<file path="src/design/sfw_pkg.sv">
package sfw_pkg;

  // Item opcodes.
  localparam logic OP_UPDATE = 1'b0;
  localparam logic OP_TICK   = 1'b1;

  // Result kinds.
  localparam logic [1:0] KIND_UPDATE    = 2'd0;
  localparam logic [1:0] KIND_FAULT     = 2'd1;
  localparam logic [1:0] KIND_BROADCAST = 2'd2;

  // Update answer codes.
  localparam logic STATUS_OK           = 1'b0;
  localparam logic STATUS_OUT_OF_RANGE = 1'b1;

  // Configuration register indexes.
  localparam logic [1:0] REG_ENABLED        = 2'd0;
  localparam logic [1:0] REG_WATCHDOG_PER   = 2'd1;
  localparam logic [1:0] REG_BROADCAST_PER  = 2'd2;

  // Register reset values.
  localparam logic [15:0] WATCHDOG_PER_RST  = 16'd1000;
  localparam logic [15:0] BROADCAST_PER_RST = 16'd100;

  // Depths of the command queue and the result queue.
  localparam int CMD_DEPTH = 2;
  localparam int RES_DEPTH = 4;

  // Classified command word passed from the front to the executor.
  typedef struct packed {
    logic        op;
    logic        src_ok;
    logic [2:0]  src;
    logic [15:0] value;
  } cmd_t;

  // One result word.
  typedef struct packed {
    logic [1:0]  kind;
    logic        status;
    logic [15:0] bval;
    logic        last;
  } rslt_t;

endpackage

</file>
<file path="src/design/sfw_front.sv">
module sfw_front import sfw_pkg::*; #(
  parameter int NUM_SOURCES = 2
) (
  input  logic              clk,
  input  logic              rst,
  input  logic              push,
  output logic              full,
  input  logic              op,
  input  logic [2:0]        source,
  input  logic signed [15:0] value,
  output logic              cmd_valid,
  input  logic              cmd_take,
  output cmd_t              cmd
);

  localparam logic [3:0] NUM_SRC_W = 4'(NUM_SOURCES);

  cmd_t       mem [CMD_DEPTH];
  logic       wr_ptr;
  logic       rd_ptr;
  logic [1:0] count;
  logic       accept;
  cmd_t       cmd_in;

  // Classify the incoming word: opcode and source range check.
  always_comb begin
    cmd_in.op     = op;
    cmd_in.src_ok = ({1'b0, source} < NUM_SRC_W);
    cmd_in.src    = source;
    cmd_in.value  = $unsigned(value);
  end

  assign accept    = push && !full;
  assign full      = (count == 2'(CMD_DEPTH));
  assign cmd_valid = (count != 2'd0);
  assign cmd       = mem[rd_ptr];

  // Command storage.
  always_ff @(posedge clk) begin
    if (accept) begin
      mem[wr_ptr] <= cmd_in;
    end
  end

  // Queue pointers and fill count.
  always_ff @(posedge clk) begin
    if (rst) begin
      wr_ptr <= 1'b0;
      rd_ptr <= 1'b0;
      count  <= 2'd0;
    end else begin
      if (accept) begin
        wr_ptr <= ~wr_ptr;
      end
      if (cmd_take) begin
        rd_ptr <= ~rd_ptr;
      end
      count <= count + 2'(accept) - 2'(cmd_take);
    end
  end

  // A taken command must exist.
  a_take_valid: assert property (@(posedge clk) disable iff (rst)
    cmd_take |-> cmd_valid) else $error("command taken from an empty queue");

  // The fill count never goes past the queue depth.
  a_count_range: assert property (@(posedge clk) disable iff (rst)
    count <= 2'(CMD_DEPTH)) else $error("command queue overflow");

endmodule

</file>
<file path="src/design/sfw_exec.sv">
module sfw_exec import sfw_pkg::*; #(
  parameter int NUM_SOURCES   = 2,
  parameter int CRUISE_SOURCE = 0
) (
  input  logic        clk,
  input  logic        rst,
  input  logic        cfg_valid,
  output logic        cfg_ready,
  input  logic [1:0]  cfg_index,
  input  logic [15:0] cfg_data,
  input  logic        cmd_valid,
  output logic        cmd_take,
  input  cmd_t        cmd,
  input  logic        res_room,
  output logic [1:0]  res_n,
  output rslt_t       res0,
  output rslt_t       res1
);

  localparam logic [NUM_SOURCES-1:0] ALL_SEEN = {NUM_SOURCES{1'b1}};

  logic                   enabled;
  logic [15:0]            wd_period;
  logic [15:0]            bc_period;
  logic [15:0]            values [NUM_SOURCES];
  logic [NUM_SOURCES-1:0] seen_mask;
  logic [15:0]            wd_count;
  logic [15:0]            bc_count;

  logic [16:0]            wd_inc;
  logic [16:0]            bc_inc;
  logic [16:0]            wd_lim;
  logic [16:0]            bc_lim;
  logic                   wd_hit;
  logic                   bc_hit;
  logic [15:0]            wd_count_next;
  logic [15:0]            bc_count_next;
  logic                   tick_run;
  logic                   fault;
  logic [15:0]            cruise_val;
  logic                   cfg_we;

  assign cfg_ready = 1'b1;
  assign cfg_we    = cfg_valid && cfg_ready;
  assign cmd_take  = cmd_valid && res_room && !cfg_we;
  assign tick_run  = (cmd.op == OP_TICK) && enabled;

  // Period counters; a zero period behaves as one.
  always_comb begin
    wd_inc = {1'b0, wd_count} + 17'd1;
    bc_inc = {1'b0, bc_count} + 17'd1;
    wd_lim = {1'b0, (wd_period == 16'd0) ? 16'd1 : wd_period};
    bc_lim = {1'b0, (bc_period == 16'd0) ? 16'd1 : bc_period};
    wd_hit = (wd_inc >= wd_lim);
    bc_hit = (bc_inc >= bc_lim);
    wd_count_next = wd_hit ? 16'd0 : wd_inc[15:0];
    bc_count_next = bc_hit ? 16'd0 : bc_inc[15:0];
    fault = wd_hit && (seen_mask != ALL_SEEN);
  end

  // Cruise sample; zero when the cruise source is not implemented.
  always_comb begin
    cruise_val = 16'd0;
    for (int i = 0; i < NUM_SOURCES; i++) begin
      if (i == CRUISE_SOURCE) begin
        cruise_val = values[i];
      end
    end
  end

  // Result words caused by the current command.
  always_comb begin
    res_n = 2'd0;
    res0  = '0;
    res1  = '0;
    if (cmd_take) begin
      if (cmd.op == OP_UPDATE) begin
        res_n       = 2'd1;
        res0.kind   = KIND_UPDATE;
        res0.status = cmd.src_ok ? STATUS_OK : STATUS_OUT_OF_RANGE;
        res0.last   = 1'b1;
      end else if (tick_run) begin
        if (fault) begin
          res_n      = 2'd1;
          res0.kind  = KIND_FAULT;
          res0.last  = !bc_hit;
          if (bc_hit) begin
            // The fault has cleared the samples, so the broadcast carries zero.
            res_n     = 2'd2;
            res1.kind = KIND_BROADCAST;
            res1.bval = 16'd0;
            res1.last = 1'b1;
          end
        end else if (bc_hit) begin
          res_n     = 2'd1;
          res0.kind = KIND_BROADCAST;
          res0.bval = cruise_val;
          res0.last = 1'b1;
        end
      end
    end
  end

  // Configuration registers, counters, mask and stored samples.
  always_ff @(posedge clk) begin
    if (rst) begin
      enabled   <= 1'b0;
      wd_period <= WATCHDOG_PER_RST;
      bc_period <= BROADCAST_PER_RST;
      seen_mask <= '0;
      wd_count  <= 16'd0;
      bc_count  <= 16'd0;
      for (int i = 0; i < NUM_SOURCES; i++) begin
        values[i] <= 16'd0;
      end
    end else if (cfg_we) begin
      case (cfg_index)
        REG_ENABLED: begin
          enabled  <= cfg_data[0];
          wd_count <= 16'd0;
          bc_count <= 16'd0;
          if (cfg_data[0]) begin
            seen_mask <= '0;
          end
        end
        REG_WATCHDOG_PER:  wd_period <= cfg_data;
        REG_BROADCAST_PER: bc_period <= cfg_data;
        default: ;
      endcase
    end else if (cmd_take) begin
      if (cmd.op == OP_UPDATE) begin
        for (int i = 0; i < NUM_SOURCES; i++) begin
          if (cmd.src == 3'(i)) begin
            values[i]    <= cmd.value;
            seen_mask[i] <= 1'b1;
          end
        end
      end else if (tick_run) begin
        wd_count <= wd_count_next;
        bc_count <= bc_count_next;
        if (wd_hit) begin
          seen_mask <= '0;
        end
        if (fault) begin
          for (int i = 0; i < NUM_SOURCES; i++) begin
            values[i] <= 16'd0;
          end
        end
      end
    end
  end

  // Two result words only come from a tick with both a fault and a broadcast.
  a_two_results: assert property (@(posedge clk) disable iff (rst)
    (res_n == 2'd2) |-> (cmd.op == OP_TICK && fault && bc_hit))
    else $error("double result without fault and broadcast");

  // A disabled block leaves its counters alone on a tick.
  a_disabled_hold: assert property (@(posedge clk) disable iff (rst)
    (cmd_take && cmd.op == OP_TICK && !enabled) |=>
      ($stable(wd_count) && $stable(bc_count)))
    else $error("counter moved while disabled");

endmodule

</file>
<file path="src/design/sfw_rfifo.sv">
module sfw_rfifo import sfw_pkg::*; (
  input  logic       clk,
  input  logic       rst,
  input  logic [1:0] wr_n,
  input  rslt_t      wr0,
  input  rslt_t      wr1,
  output logic       room,
  output logic       empty,
  input  logic       pop,
  output rslt_t      head
);

  localparam int PW = $clog2(RES_DEPTH);
  localparam int CW = $clog2(RES_DEPTH + 1);

  rslt_t         mem [RES_DEPTH];
  logic [PW-1:0] wr_ptr;
  logic [PW-1:0] rd_ptr;
  logic [CW-1:0] count;
  logic          rd_en;

  // Room means two more words fit.
  assign room  = (count <= CW'(RES_DEPTH - 2));
  assign empty = (count == '0);
  assign rd_en = pop && !empty;
  assign head  = mem[rd_ptr];

  // Result storage, up to two writes per cycle.
  always_ff @(posedge clk) begin
    if (wr_n != 2'd0) begin
      mem[wr_ptr] <= wr0;
    end
    if (wr_n == 2'd2) begin
      mem[wr_ptr + PW'(1)] <= wr1;
    end
  end

  // Pointers and fill count.
  always_ff @(posedge clk) begin
    if (rst) begin
      wr_ptr <= '0;
      rd_ptr <= '0;
      count  <= '0;
    end else begin
      wr_ptr <= wr_ptr + PW'(wr_n);
      if (rd_en) begin
        rd_ptr <= rd_ptr + PW'(1);
      end
      count <= count + CW'(wr_n) - CW'(rd_en);
    end
  end

  // Words are only written when there is room for them.
  a_no_overflow: assert property (@(posedge clk) disable iff (rst)
    (wr_n != 2'd0) |-> room) else $error("result queue overflow");

  // A popped word leaves the count one lower unless new words arrive.
  a_pop_count: assert property (@(posedge clk) disable iff (rst)
    (rd_en && wr_n == 2'd0) |=> (count == $past(count) - CW'(1)))
    else $error("result count mismatch on pop");

endmodule

</file>
<file path="src/design/source_freshness_watchdog_core.sv">
// Source freshness watchdog.
// Input channel: present op, source and value with push; the word is taken on
// a clock edge where push is high and full is low. An update stores the sample
// and answers with kind 0; a tick advances the watchdog and broadcast counters
// while enabled and may yield a fault word, a broadcast word, or both.
// Result channel: while empty is low the oldest result is on kind, status,
// broadcast_value and last; it is taken on an edge where pop is high.
// Configuration: cfg_valid, cfg_index, cfg_data with cfg_ready always high;
// write only while no items are in flight.
// Result path: an accepted item waits in the command queue; the executor
// takes it while the result queue has room and writes its results into the
// result queue at that same edge, from where they reach the result ports.
// Throughput: one item per cycle through the two-entry command queue while
// the result queue has room and no register write is taken; a tick that
// gives two results needs two pops. When the receiver stalls, the four-entry
// result queue fills, the executor waits until two entries are free, and full
// rises once the command queue holds two words.
// Reset clears both queues, the counters, the mask and the samples, and
// loads enabled 0, watchdog period 1000 and broadcast period 100.
module source_freshness_watchdog_core import sfw_pkg::*; #(
  parameter int NUM_SOURCES   = 2,
  parameter int CRUISE_SOURCE = 0
) (
  input  logic               clk,
  input  logic               rst,
  input  logic               push,
  output logic               full,
  input  logic               op,
  input  logic [2:0]         source,
  input  logic signed [15:0] value,
  output logic               empty,
  input  logic               pop,
  output logic [1:0]         kind,
  output logic               status,
  output logic [15:0]        broadcast_value,
  output logic               last,
  input  logic               cfg_valid,
  output logic               cfg_ready,
  input  logic [1:0]         cfg_index,
  input  logic [15:0]        cfg_data
);

  logic       cmd_valid;
  logic       cmd_take;
  cmd_t       cmd;
  logic       res_room;
  logic [1:0] res_n;
  rslt_t      res0;
  rslt_t      res1;
  rslt_t      head;

  // Front: accepts and classifies input words.
  sfw_front #(
    .NUM_SOURCES(NUM_SOURCES)
  ) u_front (
    .clk      (clk),
    .rst      (rst),
    .push     (push),
    .full     (full),
    .op       (op),
    .source   (source),
    .value    (value),
    .cmd_valid(cmd_valid),
    .cmd_take (cmd_take),
    .cmd      (cmd)
  );

  // Executor: state, counters and result generation.
  sfw_exec #(
    .NUM_SOURCES  (NUM_SOURCES),
    .CRUISE_SOURCE(CRUISE_SOURCE)
  ) u_exec (
    .clk      (clk),
    .rst      (rst),
    .cfg_valid(cfg_valid),
    .cfg_ready(cfg_ready),
    .cfg_index(cfg_index),
    .cfg_data (cfg_data),
    .cmd_valid(cmd_valid),
    .cmd_take (cmd_take),
    .cmd      (cmd),
    .res_room (res_room),
    .res_n    (res_n),
    .res0     (res0),
    .res1     (res1)
  );

  // Result queue toward the receiver.
  sfw_rfifo u_rfifo (
    .clk  (clk),
    .rst  (rst),
    .wr_n (res_n),
    .wr0  (res0),
    .wr1  (res1),
    .room (res_room),
    .empty(empty),
    .pop  (pop),
    .head (head)
  );

  assign kind            = head.kind;
  assign status          = head.status;
  assign broadcast_value = head.bval;
  assign last            = head.last;

endmodule

</file>
<file path="config.mk">
export PLATFORM = sky130hd
export DESIGN_NAME = source_freshness_watchdog_core
export DESIGN_NICKNAME = d
export VERILOG_FILES = /design/src/design/sfw_pkg.sv /design/src/design/sfw_front.sv /design/src/design/sfw_exec.sv /design/src/design/sfw_rfifo.sv /design/src/design/source_freshness_watchdog_core.sv
export SDC_FILE = /design/constraint.sdc
export NUM_CORES = 1
export LEC_CHECK = 0
export BUFFER_PORTS_ARGS = -buffer_cell sky130_fd_sc_hd__buf_2
export CORE_AREA = 2 2 166 201
export CTS_CLUSTER_DIAMETER = 50
export DETAILED_ROUTE_END_ITERATION = 16
export DIE_AREA = 0 0 168 203
export SYNTH_ARGS = -nofsm -noshare
export SYNTH_HDL_FRONTEND = slang
export SYNTH_HIERARCHICAL = 1
export SYNTH_SLANG_ARGS = --single-unit
</file>
<file path="constraint.sdc">
create_clock -name clk -period 5.9 [get_ports clk]
set_clock_uncertainty 0.1 [all_clocks]
set_input_delay 1.18 -clock clk [delete_from_list [all_inputs] [get_ports clk]]
set_output_delay 1.18 -clock clk [all_outputs]
set_load 0.02 [all_outputs]
</file>
* After elaboration in Yosys (flattened, before gate mapping)
Memory sizes are Yosys's and may differ from the RTL's. A register that Yosys moved wholly into a read port is not among the register bits.
Cells that the tools add are included.
** Word-level totals
- Bits in writable memories :: 154
- Register bits :: 78
- Logic and storage cells :: 158
- Memories :: 3
- Output and inout port bits :: 23
- Input port bits :: 43
** Cells by class
- Bitwise operators :: 6
- Reductions and logical operators :: 28
- Add/sub/neg operators :: 9
- Eq/ne operators :: 10
- Order comparisons :: 4
- Mux-type cells :: 85
** Memory list
- u_rfifo.mem :: depth 4, width 20, rd ports 1, clocked after memory_dff 1, write ports 2, RTL line sfw_rfifo.sv:16 : rslt_t mem [RES_DEPTH];
- u_front.mem :: depth 2, width 21, rd ports 1, clocked after memory_dff 1, write ports 1, RTL line sfw_front.sv:18 : cmd_t mem [CMD_DEPTH];
- u_exec.values :: depth 2, width 16, rd ports 1, clocked after memory_dff 0, write ports 2, RTL line sfw_exec.sv:25 : logic [15:0] values [NUM_SOURCES];
** Operators with widths (number)
- $mux 16 :: 19
- $mux 17 :: 6
- $mux 2 :: 22
- $mux 1 :: 37
- $add 16x1->17 const B :: 2
- $ge 17x16->1 :: 2
- $logic_not 16->1 :: 2
- $mux 20 :: 1
- $reduce_and 6->1 :: 2
- $reduce_bool 2->1 :: 5
- $eq 2x2->1 const B :: 3
- $logic_and 1x1->1 :: 6
- $logic_not 3->1 :: 2
- $ne 3x3->1 const B :: 2
- $reduce_and 2->1 :: 3
- $reduce_bool 3->1 :: 2
- $add 2x1->2 const B :: 2
- $logic_not 1->1 :: 4
- $ne 2x1->1 const B :: 2
- $or 1x1->1 :: 4
- $reduce_and 4->1 :: 1
- $add 3x2->3 :: 1
- $eq 3x1->1 const B :: 1
- $le 3x2->1 const B :: 1
- other kinds (9) :: 10

* Depth between registers and ports, before layout
Gate-level depths: netlist (run 1).
- Depth in word-level cells :: 12
- Gate-level depth with buffers :: 22
- Depth with buffers taken out :: 20

* Cells and area by module
The synthesis (run 1) kept the hierarchy.
** Modules (own cells, without submodules)
- sfw_exec :: instances 1, seq. area each 1821.7 um^2, area each 4885.9 um^2, cells an instance 573
- sfw_rfifo :: instances 1, seq. area each 2582.5 um^2, area each 4485.6 um^2, cells an instance 243
- sfw_front :: instances 1, seq. area each 1361.3 um^2, area each 1740.4 um^2, cells an instance 92

* Worst setup path after synthesis (run 1)
OpenSTA, ideal clock, no wires.
- Kind :: flip-flop to flip-flop
- Start :: reg u_exec.wd_count[0]
- End :: mem u_rfifo/mem[0][0] (netlist bit) (enable)
- Data arrival time :: 4.943 ns
- Buffers on the path :: 1
- Path slack :: 0.429 ns
- Clock period less this slack :: 5.471 ns
- Cell stages (with the launch flop) :: 19
- Data required time :: 5.372 ns
- Cell sequence :: dfxtp_1 -> ha_1 -> nand3_1 -> nor2_1 -> and2_1 -> nor2b_1 -> or2_2 -> ha_1 -> a21o_1 -> a21o_1 -> a211oi_2 -> nand3_2 -> nand2_2 -> ha_1 -> nand2b_1 -> a21oi_1 -> buf_4 -> nor2_1 -> o31ai_1
** RTL lines
- from (decl) :: RTL line sfw_exec.sv:27 : logic [15:0] wd_count;
- from (signal assigned) :: RTL line sfw_exec.sv:139 : wd_count <= wd_count_next;
- to (decl) :: RTL line sfw_rfifo.sv:16

==> flow_summary.ini, run 1 <==
[run_status]
status = finished clean

[routing]
via_per_inst = 4.892
firstDrtPassIters = 5
ant_nets = 0
initialDrtViolationCount = 307
vias = 6829
routed_wl_um = 23210
remaining_drc_errors = 0
wl_per_cell_um = 16.63

[clock_tree]
cts.clk_slew.worst_paths_ns = 0.06
cts_sinks = 219
cts_max_path_buffers = 3
cts_buffers = 27
htreeDepth = 1
insertion_delay_ns = 0.54
cts_setup_buffers = 0
cts_tree = done
cts-resized-gates = 0
cts-root-buf = clkbuf_16
ctsHoldBuffers = 0

[floorplanning]
dieWidth_um = 168
start_util_pct = 34.75
die_area_mm2 = 0.03410
die_h_um = 203
io_pins = 66
rows = 72
coreArea_mm2 = 0.03198

[synth]
synth_most_common_cell = edfxtp_1
yosys.area.top_type_share_pct = 37.29
synthFlopType = edfxtp_1
synth_area_mm2 = 0.01111
yosysTopAreaCell = edfxtp_1
ys_top_cells_by_area = edfxtp_1, dfxtp_1, mux2_2
yosys_warnings = 6
synth-seq-area-share_pct = 51.89
async_flop_share_pct = 0
synth-edff-count = 138
synth.distinct_cells = 72
ys_seq_elements = 219
synth_cells = 908
avgSynthCellArea_um2 = 12.24
yosys-top-cells-count = edfxtp_1, dfxtp_1, nand2_1

[sta]
fmax_mhz = 200.5
grt_setup_unrepaired = no
slew_violations = 0
setup_viol = 0
tightestPinTransition_ns = 1.062
fin_crit_sh_pct = 84.53
period_needed_ns = 4.987
finalSetupTns_ns = 0
hold_viol = 0
slew_headroom_pct = 28.82

[power_and_ir_drop]
intPower_mw = 2.938
p_leak_nw = 4.786
power_density_mw_per_mm2 = 319.1
p_sw_mw = 1.076
peakVddDrop_uv = 184.4
switching_share_pct = 26.81
pwr-share-clk_pct = 37.9
power.total_mw = 4.014
p_comb_share_pct = 17.1
power_frac_seq_pct = 45.0

[final_layout]
fin_nets = 1056
syn_to_final_growth_pct = 13.19
drive_gt1_share_pct = 26.72

[global_route]
grt_remaining_overflow = 0
antenna_found_initial = 3
grt_max_degree = 46
grt_util_all_layers_pct = 13.66
grt_pass1_wl_um = 36890
grt_pass1_vias = 6933

[critical_path]
worst_r2r_endpoint = u_rfifo/mem[0][8]
reg2reg_from = u_exec/wd_count[0]
required_ns = 6.08
crit_type = flip-flop to flip-flop
cp.arrival_ns = 5.17
cp-start-kind = flip-flop
cp_max_fo = 13
crit_start = u_exec/wd_count[0]
worst_setup_path_end_kind = flip-flop
rr_worst_depth = 19
r2r_setup_slack_ns = 0.91

[place]
gp_congestion = 0.7960
hpwl_um = 15950
port_buffers = 64

[worst_hold_path]
worstHoldPathCells = 2
min-delay-start = u_exec/wd_period[0]
min_path_type = flip-flop to flip-flop
holdPathEnd = u_exec/wd_period[0]

[job]
max_cap_viol_count = 0
metrics by stage:
stage	worst slack, ns	cell area (µm²)	instances	hold WS, ns	util [%]
3_5_place_dp	0.9028	11760	1348	0.3495	36.76
4_1_cts	0.8790	12570	1395	0.3576	39.32
6_report	0.9127	12580	1396	0.3572	39.33
5_1_grt	0.5472	12580	1396	0.3743	39.33
3_3_place_gp	1.016	11760	1348	0.3428	36.76
2_1_floorplan	0.4290	11180	925	0.3364	-
how the worst max path moves through the flow:
stage                         end  slack, ns  depth (start not counted)
3_3_place_gp   u_rfifo/mem[2][10]       1.02                         18
6_report        u_rfifo/mem[0][8]       0.91                         19
3_5_place_dp   u_rfifo/mem[0][14]       0.90                         19
2_1_floorplan   u_rfifo/mem[0][0]       0.43                         18
5_1_grt         u_rfifo/mem[0][8]       0.55                         19
4_1_cts         u_rfifo/mem[0][8]       0.88                         19
metal layers:
metal	track usage (%)	vias to the layer above	share of wire (%)
met1	16.57	3261	43
li1	-	3412	-
met2	23.94	117	49
met4	4.938	4	2.4
met5	0	-	0.10
met3	2.846	35	4.9
state kept, by name (all words and copies together), names as in the netlist, named ones only:
name,count
u_rfifo/rd_ptr,2
u_exec/wd_count,16
u_exec/enabled,1
u_exec/bc_count,16
u_rfifo/mem,80
u_exec/seen_mask,2
u_front/mem,42
u_front/rd_ptr,1
u_rfifo/count,3
u_front/count,2
u_exec/wd_period,16
u_rfifo/wr_ptr,2
u_exec/values,16
u_front/wr_ptr,1
u_exec/bc_period,16
cell usage in the layout (no fill, tap or decap), types with 13 or more instances in the layout:
master	instances
edfxtp_1	138
dfxtp_1	81
nand2_1	78
mux2_2	72
buf_2	64
nor2_1	49
inv_1	46
a21oi_1	43
and2_1	42
ha_1	42
mux2_4	30
clkbuf_16	28
mux4_2	20
conb_1	19
nand3_1	16
xnor2_1	16
buf_4	13
a22oi_1	13
cell type report:
| type | count | area, µm² |
|---|---|---|
| multi-input combinational | 596 | 4878 |
| clock inverter | 12 | 91.34 |
| tap | 407 | 509.2 |
| sequential | 219 | 5766 |
| clock buffer | 35 | 728.2 |
| timing repair buffer | 77 | 417.9 |
| fill | 3039 | 19400 |
| antenna | 1 | 2.502 |
| inverter | 49 | 183.9 |
logic make-up (layout without fill, tap and decap cells):
kind of cell / after synthesis / count (layout) / synth area share (%)
fa+ha+maj: 43 / 43 / 4.909
mux: 130 / 130 / 16.15
xor+xnor: 28 / 28 / 2.466
simple gates: 261 / 261 / 12.33
compound gates: 115 / 115 / 7.162
flops: 219 / 219 / 51.89
buf+inv: 110 / 173 / 5.033
other cells: 2 / 20 / 0.06759
worst max-delay path, stage by stage (launching register included):
cell and delay, ns:
dfxtp_1 0.41, ha_1 0.21, nand3_1 0.17, nor2_1 0.27
and2_1 0.18, nor2b_1 0.05, or2_2 0.29, ha_1 0.31
nand3_1 0.08, nor3_1 0.30, o311ai_2 0.18, nand3_2 0.12
nand2_2 0.09, ha_1 0.27, nand2b_1 0.09, a21oi_1 0.07
buf_4 0.19, nand4b_1 0.61, buf_4 0.44, mux2_2 0.29
power groups by stage:
stage / registers (mW) / logic (mW) / clock network [mW]
after global routing: 1.82 / 0.756 / 1.63
final: 1.81 / 0.687 / 1.52
after detailed placement: 1.84 / 0.699 / 0
after CTS: 1.81 / 0.702 / 1.57
after floorplan: 1.81 / 0.526 / 0
after global placement: 1.83 / 0.692 / 0
(Power assumes the default switching activity.)
==> run 2, diff against run 1 <==
Settings changed: ABC_AREA set to 1, CORE_AREA 2 2 166 201 to 2 2 171 207, DIE_AREA 0 0 168 203 to 0 0 173 209.
Clock period 5.9 ns to 4 ns, I/O delays scaled along.
==> run 2 against run 1 <==
Fmax up 31%; area after synthesis up 6.5%; count of clock-buffer cells in the layout down 5; critical endpoint is now u_rfifo/count[1]; die area up 6.0%; combinational power up 85%; total power up 59%; register-to-register slack worse by 0.72 ns; flip-flop and latch count unchanged.
==> flow_summary.ini, run 2 <==
[critical_path]
cp-start-kind = flip-flop
crit_type = flip-flop to flip-flop
cp.arrival_ns = 4.13
cp_max_fo = 4
r2r_setup_slack_ns = 0.19
required_ns = 4.32
worst_setup_path_end_kind = flip-flop

[power_and_ir_drop]
p_leak_nw = 5.411
p_comb_share_pct = 19.9
power_frac_seq_pct = 41.6
switching_share_pct = 28.82
pwr-share-clk_pct = 38.5
peakVddDrop_uv = 278.8
power_density_mw_per_mm2 = 456.7
intPower_mw = 4.530
p_sw_mw = 1.834

[synth]
synth.distinct_cells = 49
synth_most_common_cell = nand2_1
synthXorXnorAreaFrac_pct = 1.702
async_flop_share_pct = 0
synthMuxAreaShare_pct = 2.632
yosys_warnings = 6
avgSynthCellArea_um2 = 9.240
synth-seq-area-share_pct = 48.71
yosys.area.top_type_share_pct = 35.01
ys_seq_elements = 219
ys_top_cells_by_area = edfxtp_1, dfxtp_1, nand2_1
synth_cells = 1281
synth-edff-count = 138
synthAdderAreaFrac_pct = 4.609
synth_area_mm2 = 0.01184
synth_compound_area_share_pct = 14.47
yosys.area_share.simple_pct = 18.19
synthFlopType = edfxtp_1
yosysTopAreaCell = edfxtp_1
synth_top_family_by_area = simple AND/OR/NAND/NOR gates
yosys-top-cells-count = nand2_1, inv_1, edfxtp_1

[sta]
finalSetupTns_ns = 0
fin_crit_sh_pct = 95.19
slew_headroom_pct = 38.61
fin_ws_ns = 0.1924
hold_viol = 0
tightestPinTransition_ns = 0.9198
setup_viol = 0
period_needed_ns = 3.808
fmax_mhz = 262.6
slew_violations = 0

[routing]
firstDrtPassIters = 5
wl_per_cell_um = 14.29
remaining_drc_errors = 0
via_per_inst = 4.697
initialDrtViolationCount = 589
vias = 8680
routed_wl_um = 26410
ant_nets = 0

[clock_tree]
cts_buffers = 26
cts-root-buf = clkbuf_16
cts_tree = done
cts_sinks = 219
cts_max_path_buffers = 3
cts.clk_slew.worst_paths_ns = 0.06
ctsHoldBuffers = 0
insertion_delay_ns = 0.54
htreeDepth = 1

[global_route]
grt_max_degree = 41
antenna_found_initial = 3
grt_util_all_layers_pct = 14.46
grt_pass1_wl_um = 42710
grt_pass1_vias = 8656
grt_remaining_overflow = 0

[place]
hpwl_um = 18320
pre_cts_ws_ns = -0.001646
gp_congestion = 0.8369
port_buffers = 64
dpl-instance-area_mm2 = 0.01274

[final_layout]
syn_to_final_growth_pct = 17.73
largest_reg_flops = 80
top_register = u_rfifo/mem
layout_commonest_cell = nand2_1
reg_top3 = u_rfifo/mem (80), u_front/mem (42)
final_cell_area_mm2 = 0.01393
mostFrequentLayoutCells = nand2_1, inv_1, edfxtp_1
drive_gt1_share_pct = 26.59
fin_util_pct = 40.57
fin_nets = 1451

[floorplanning]
coreArea_mm2 = 0.03435
dieWidth_um = 173
io_pins = 66
die_area_mm2 = 0.03616
start_util_pct = 34.46
rows = 75
die_h_um = 209

[run_status]
status = finished clean

[job]
max_cap_viol_count = 0

[worst_hold_path]
min_path_type = primary input to flip-flop
## run 2: area by class of cell
type	count	area [µm²]
Clock buffer	30	718.2
Inverter	160	608.1
Clock inverter	17	193.9
Tap cell	462	578.1
Multi-Input combinational cell	846	5261
Antenna cell	2	5.005
Timing Repair Buffer	112	780.7
Sequential cell	219	5789
Fill cell	3432	20410
## run 2: logic make-up (layout without fill, tap and decap cells)
| logic type | after synthesis | count (layout) |
|---|---|---|
| fa+ha+maj | 43 | 43 |
| buf+inv | 233 | 319 |
| mux | 21 | 21 |
| flops | 219 | 219 |
| compound gates | 273 | 273 |
| xor+xnor | 23 | 23 |
| simple gates | 467 | 467 |
| other cells | 2 | 21 |
## run 2: final timing paths
check / from / end / depth (start not counted)
hold reg to reg: u_exec/wd_period[2] / u_exec/wd_period[2] / 2
setup / recovery: u_exec/wd_count[0] / u_rfifo/count[1] / 21
hold / removal: op / u_front/mem[1][20] / 1
setup reg to reg: u_exec/wd_count[0] / u_rfifo/count[1] / 21
## run 2: routing by layer
layer / global-route usage (%) / vias to the layer above / share of wire (%)
li1: - / 4413 / -
met1: 16.48 / 4078 / 41
met2: 26.81 / 139 / 52
met3: 2.511 / 46 / 3.7
met4: 5.552 / 4 / 2.8
met5: 0 / - / 0.083
## run 2: critical path, stage by stage, from the launching register on
cell,delay [ns]
dfxtp_4,0.37
ha_4,0.14
nand2_1,0.08
nor2_4,0.24
nand3_4,0.13
xnor2_2,0.17
ha_1,0.33
nand2_1,0.09
nor2_2,0.11
nand4_1,0.12
nor2_2,0.16
nand2_4,0.07
nand3_4,0.09
o21ai_4,0.07
ha_1,0.26
o21ai_1,0.12
nand2_1,0.10
inv_4,0.14
ha_1,0.15
inv_1,0.06
fa_2,0.56
nor2_1,0.04
## run 2: power by group through the flow
stage	sequential (mW)	clock, mW	combinational (mW)
floorplan	2.69	0	0.929
global placement	2.69	0	1.25
detailed placement	2.70	0	1.27
CTS	2.65	2.52	1.27
global route	2.66	2.61	1.42
finish	2.65	2.45	1.27
## run 2: timing repair
item	in CTS	in global routing
endpoints found under the setup margin	1	164
cloned	0	0
endpoints found under the hold margin	0	0
buffers inserted	0	8
gates resized for setup	3	51
pin swaps	0	17
## run 2: through the flow
step           hold WS, ns  power [mW]  cells
2_1_floorplan       0.3471       3.617   1298
3_3_place_gp        0.3613       3.945   1791
3_5_place_dp        0.3723       3.969   1791
4_1_cts             0.3333       6.441   1838
5_1_grt             0.3425       6.683   1846
6_report            0.3562       6.365   1848
